### src/hdl/srau_pkg.sv
// Package with shared types and constants for the signed rational arithmetic unit.
package srau_pkg;
  localparam int OPERAND_WIDTH = 32;
  localparam int IN_W  = 32;
  localparam int RES_W = 64;

  localparam logic [1:0] MODE_MUL = 2'd0;
  localparam logic [1:0] MODE_DIV = 2'd1;
  localparam logic [1:0] MODE_ADD = 2'd2;
  localparam logic [1:0] MODE_SUB = 2'd3;

  localparam logic [1:0] ST_OK   = 2'd0;
  localparam logic [1:0] ST_OVF  = 2'd1;
  localparam logic [1:0] ST_ZDEN = 2'd2;

  typedef struct packed {
    logic [1:0]      mode;
    logic [IN_W-1:0] a_num;
    logic [IN_W-1:0] a_den;
    logic            a_neg;
    logic [IN_W-1:0] b_num;
    logic [IN_W-1:0] b_den;
    logic            b_neg;
  } in_item_t;

  typedef struct packed {
    logic [RES_W-1:0] res_num;
    logic [RES_W-1:0] res_den;
    logic             res_neg;
    logic [1:0]       status;
  } out_item_t;

  // Classified job passed from the front part to the back part.
  typedef struct packed {
    logic [1:0]               mode;
    logic                     zden;
    logic [OPERAND_WIDTH-1:0] an;
    logic [OPERAND_WIDTH-1:0] ad;
    logic                     as;
    logic [OPERAND_WIDTH-1:0] bn;
    logic [OPERAND_WIDTH-1:0] bd;
    logic                     bs;
  } job_t;
endpackage

### src/hdl/srau_front.sv
// Front part: accepts items, masks operands, flags zero denominators, queues jobs.
module srau_front (
  input  logic               clk,
  input  logic               rst_n,
  input  logic               push,
  output logic               full,
  input  srau_pkg::in_item_t item,
  output logic               job_valid,
  input  logic               job_take,
  output srau_pkg::job_t     job
);
  localparam int W = srau_pkg::OPERAND_WIDTH;
  srau_pkg::job_t q_r [2];
  logic [1:0] cnt_r;
  logic       wp_r, rp_r;
  srau_pkg::job_t nj;
  logic wr, rd;

  always_comb begin
    nj.mode = item.mode;
    nj.an = item.a_num[W-1:0];
    nj.ad = item.a_den[W-1:0];
    nj.as = item.a_neg;
    nj.bn = item.b_num[W-1:0];
    nj.bd = item.b_den[W-1:0];
    nj.bs = item.b_neg;
    nj.zden = (nj.ad == '0) || (nj.bd == '0) ||
              ((item.mode == srau_pkg::MODE_DIV) && (nj.bn == '0));
  end

  assign full = (cnt_r == 2'd2);
  assign job_valid = (cnt_r != 2'd0);
  assign job = q_r[rp_r];
  assign wr = push && !full;
  assign rd = job_take && job_valid;

  always_ff @(posedge clk) begin
    if (wr) q_r[wp_r] <= nj;
    if (!rst_n) begin
      cnt_r <= '0; wp_r <= 1'b0; rp_r <= 1'b0;
    end else begin
      if (wr) wp_r <= ~wp_r;
      if (rd) rp_r <= ~rp_r;
      cnt_r <= cnt_r + {1'b0, wr} - {1'b0, rd};
    end
  end
endmodule

### config.mk
export PLATFORM = sky130hd
export DESIGN_NAME = srau_front
export DESIGN_NICKNAME = d
export VERILOG_FILES = /design/src/hdl/srau_pkg.sv /design/src/hdl/srau_front.sv
export SDC_FILE = /design/constraint.sdc
export NUM_CORES = 1
export LEC_CHECK = 0
export BUFFER_PORTS_ARGS = -buffer_cell sky130_fd_sc_hd__buf_2
export CAP_MARGIN = 0
export CORE_MARGIN = 1
export CORE_UTILIZATION = 25
export CTS_CLUSTER_DIAMETER = 60
export CTS_CLUSTER_SIZE = 14
export DETAILED_ROUTE_END_ITERATION = 10
export GPL_ROUTABILITY_DRIVEN = 0
export GPL_TIMING_DRIVEN = 0
export PLACE_DENSITY = 0.56
export SLEW_MARGIN = 25
export SYNTH_ARGS = -nofsm -noshare
export SYNTH_HDL_FRONTEND = slang
export SYNTH_SLANG_ARGS = --single-unit
### constraint.sdc
create_clock -name clk -period 9.9 [get_ports clk]
set_clock_uncertainty 0.15 [all_clocks]
set_input_delay 0.495 -clock clk [delete_from_list [all_inputs] [get_ports clk]]
set_output_delay 0.495 -clock clk [all_outputs]
set_load 0.05 [all_outputs]
* After elaboration in Yosys (flattened, before gate mapping)
Memory sizes are Yosys's and may differ from the RTL's. A register that Yosys moved wholly into a read port is not among the register bits. Cells that the tools add are included.
Cells by class: add/subtract/negate cells 2, eq/ne operators 2, muxes and demuxes 4, bitwise gates (word level) 2, reduce and logical (&&, ||, !) cells 10
Operators with widths (count):
- $logic_not A32 Y1 | 3
- $mux W1 | 4
- $logic_and A1 B1 Y1 | 3
- $add A2 B1 Y2 | 1
- $eq A2 B1 Y1 const B | 1
- $eq A2 B2 Y1 const B | 1
- $logic_or A1 B1 Y1 | 2
- $not A1 Y1 | 2
- $reduce_bool A2 Y1 | 1
- $sub A2 B1 Y2 | 1
- $logic_not A1 Y1 | 1
Storage, ports and cells: flip-flop bits (word level) 4, memory bits (writable) 266, input bits 136, output and inout bits 135, word-level logic and storage cells 24, memories kept 1
Memory list:
- q_r | words 2, width 133, read ports 1, clocked after Yosys merged registers in 1, wr ports 1, line srau_front.sv:13 | srau_pkg::job_t q_r [2];

* Depth between registers and ports, before layout
depth after elaboration 5, mapped depth 8, depth with buffers taken out 8

* Worst setup path after synthesis
OpenSTA, ideal clock, no wires.
path type input to register, start point input push, end point memory q_r[0][0] (netlist name), enable pin, library setup time 627 ps, arrival time 6114 ps, data required time 9123 ps, setup slack 3009 ps, cell stages on the path 2, path buffers 0, path through nand2_1 nor2_1
Between the ends: longest elaborated chain between the ends 3
Ends and longest elaborated chain:
- from (decl) | line srau_front.sv:5 | input logic push,
- $logic_and A1 B1 Y1 | line srau_front.sv:34 | assign wr = push && !full;
- $mux W1 | line srau_front.sv:38 | if (wr) q_r[wp_r] <= nj;
- $mux W1 (implied by the code) | line srau_front.sv:38
- to (decl) | line srau_front.sv:13
No other way between the ends.

==> impl_metrics.yaml <==
outcome:
  run_status: "finished clean"
floorplanning:
  boundaryPins: 271
  initial_core_util: 0.256
  die_y_um: 202
  core_area_mm2: 0.0390
  dieArea_mm2: 0.0408
  core.rowCount: 72
  die_x_um: 202
power:
  ir_drop_mv: 0.173
  powerDensity_mw_per_mm2: 270
  total_power_uw: 3880
  power.leakage_uw: 0.00524
worst_setup_path:
  cp_data_arrival_time_ps: 2870
  startpoint_type: "register"
  crit_slowest_cell: "clkbuf_1"
  worst_r2r_startpoint: "cnt_r[0]"
  worstPathMaxFanout: 10
  worst_path_largest_cell_delay_ps: 710
  timing_worst_setup_path_type: "register to output port"
  critical_path_required_ps: 9260
  setup.worst_path.end_class: "output port"
  critical_path.cell_chain: "clkbuf_1 > clkbuf_1 > buf_2 > mux2_2 > buf_2"
global_routing:
  grt_usage: 0.116
  number_of_antenna_violations_at_the_first_check_in_global_routing: 3
  grt_max_degree: 38
  grt_pass1_wl_um: 36100
  grt_pass1_vias: 6391
  grt-ovfl-total: 0
min_path:
  worst_hold_startpoint: "item[9]"
  timing.hold.worst.class: "input port to register"
cells_and_area:
  drive_gt1_frac: 0.504
  final_nets: 1041
  layout.filler_cells: 3732
  area_growth_syn_to_layout_pct: 43.5
yosys:
  ys.flop_type: "edfxtp_1"
  synth_largest_type_area_fraction: 0.799
  post_synth_instance_area_mm2: 0.0100
  synth_compound_gate_area_share: 0.00138
  synth_largest_area_cell: "edfxtp_1"
  synthXorXnorAreaFrac: 0.00350
  main_combinational_cell_family_by_area_after_synthesis: "multiplexers"
  post_synthesis_async_set_or_reset_flop_share: 0
  synth.ff_latch_count: 271
  postSynthCellCount: 471
  number_of_enable_flip_flop_cells_after_synthesis: 266
  synth_nets: 609
  yosys-top-cells-count: "266 x edfxtp_1, 133 x mux2_2, 22 x nor4_1"
  synth_sequential_area_ratio: 0.809
  multiplexer_area_fraction_after_synthesis: 0.150
  synthAdderAreaFrac: 0.00250
  postSynthAreaPerCell_um2: 21.2
  count_leader_synth: "edfxtp_1"
  yosys.area_share.simple: 0.0262
  post_synth_main_area_contributors: "edfxtp_1 80%, mux2_2 15%, nor4_1 1.4%, dfxtp_1 1.0%, buf_2 0.45%"
  yosys_warnings: 0
  synth_cell_type_count: 22
job:
  maxCapViolCount: 0
drt:
  ant_nets: 0
  post_dr_wirelength_cell_um: 16.7
  dr.first_iter.drc_count: 160
  met3WireLength_um: 1910
  drt_pre_antenna_iters: 4
  met2_length_um: 11900
  routed_wirelength_um: 24000
  maxUsedRoutingLayer: "met5"
  routed_via_count_divided_by_cell_count: 4.08
  m1WireLength_um: 9500
  vias: 5874
  detail_route.drc_violations: 0
clock_network:
  post_cts_resized: 0
  tritoncts_clock_tree: "yes"
  insertion_delay_ps: 540
  cts_htree_levels: 1
  clock_pin_slew_on_the_worst_setup_and_hold_paths_ps: 70
  clock-sinks: 271
  cts_made_buffers: 27
  maximum_buffer_depth_of_the_clock_tree: 3
  cts_root_buffer: "clkbuf_16"
timing:
  fmax_ghz: 0.285
  tightest_slew_ps: 878
  timing.final.crit_period_ps: 3510
  finalSetupViolCount: 0
  max_transition_margin: 0.414
  timing.final.crit_share: 0.355
  setup_ws_ps: 6390
  fin_tns_setup_ps: 0
  drv_slew: 0
  report.final.hold_viol_count: 0
  grt_setup_unrepaired: "false"
placed_design:
  dp_hpwl_um: 16600
  place_worst_setup_slack_ps: 6750
  port_buffers: 270
-- per-layer routing --
layer  GRT usage  vias up
li1            -     2776
met1       0.132     2869
met2       0.203      188
met3      0.0418       37
met4      0.0314        4
met5           0        -
-- logic make-up (layout without fill, tap and decap cells) --
group	count (synthesis)	count (layout)
compound gates	2	2
simple gates	42	42
flops	271	271
mux	133	133
xor+xnor	4	4
buf+inv	17	465
other cells	0	1
fa+ha+maj	2	2
-- report_power, final --
group	leakage [uW]	switching, uW	internal [uW]	total, uW
sequential	0.00253	31.5	1450	1480
clock	0.000401	425	583	1010
combinational	0.00231	976	409	1380
-- worst paths after layout --
kind                       to  slack [ps]  cells after the start
setup / recovery      job[90]        6390                      5
hold reg to reg      register         400                      2
hold / removal      q_r[0][9]          30                      1
setup reg to reg  q_r[0][109]        7580                      6
-- flip-flops by register name, indices dropped and copies added (netlist names), named ones only --
signal and count:
q_r 266, cnt_r 2, rp_r 1, wp_r 1
-- through the flow --
stage	util	instance area [um2]	cells	hold slack, ps
5_1_grt	0.368	14300	1437	6.83
3_3_place_gp	0.308	12000	1259	371
3_5_place_dp	0.314	12200	1269	385
4_1_cts	0.368	14300	1437	4.00
6_report	0.368	14300	1438	29.8
2_1_floorplan	-	10000	471	354
-- final cells by class --
type                    count  area (um2)  share of cell area
diodes                      1        2.50            0.000174
plain buffers              15        67.6             0.00471
clock buffers              34         702              0.0489
clock inverters            11         164              0.0114
inverters                   2        7.51            0.000523
multi-input cells         183        1850               0.129
flip-flops and latches    271        8090               0.564
well taps                 518         648              0.0452
repair buffers            403        2820               0.197
-- critical path, delay by kind of cell, from the launching register on --
family,cells,cell delay (ps)
buffers and inverters,4,1640
muxes,1,370
DFF,1,300
-- layout by cell type, fill, tap and decap left out, types with 2 or more instances in the layout --
cell type      netlist  layout
inv_1                2       2
nor2b_1              2       2
mux2_2             133     133
clkbuf_1             6      13
bufinv_16            0       3
ha_1                 2       2
nor4_1              22      22
clkbuf_16            0      27
nand4_1              5       5
clkinvlp_4           0       5
dlygate4sd3_1        0     123
and2_1               4       4
buf_2                9     279
xnor2_1              4       4
or4_1                2       2
edfxtp_1           266     266
buf_16               0       6
buf_12               0       3
dfxtp_1              5       5
-- timing repair --
| item | 4_1_cts | 5_1_grt |
|---|---|---|
| endpoints found under the hold margin | 246 | 0 |
| hold buffers | 123 | 0 |
| buffers inserted | 0 | 0 |
(Power assumes the default switching activity.)
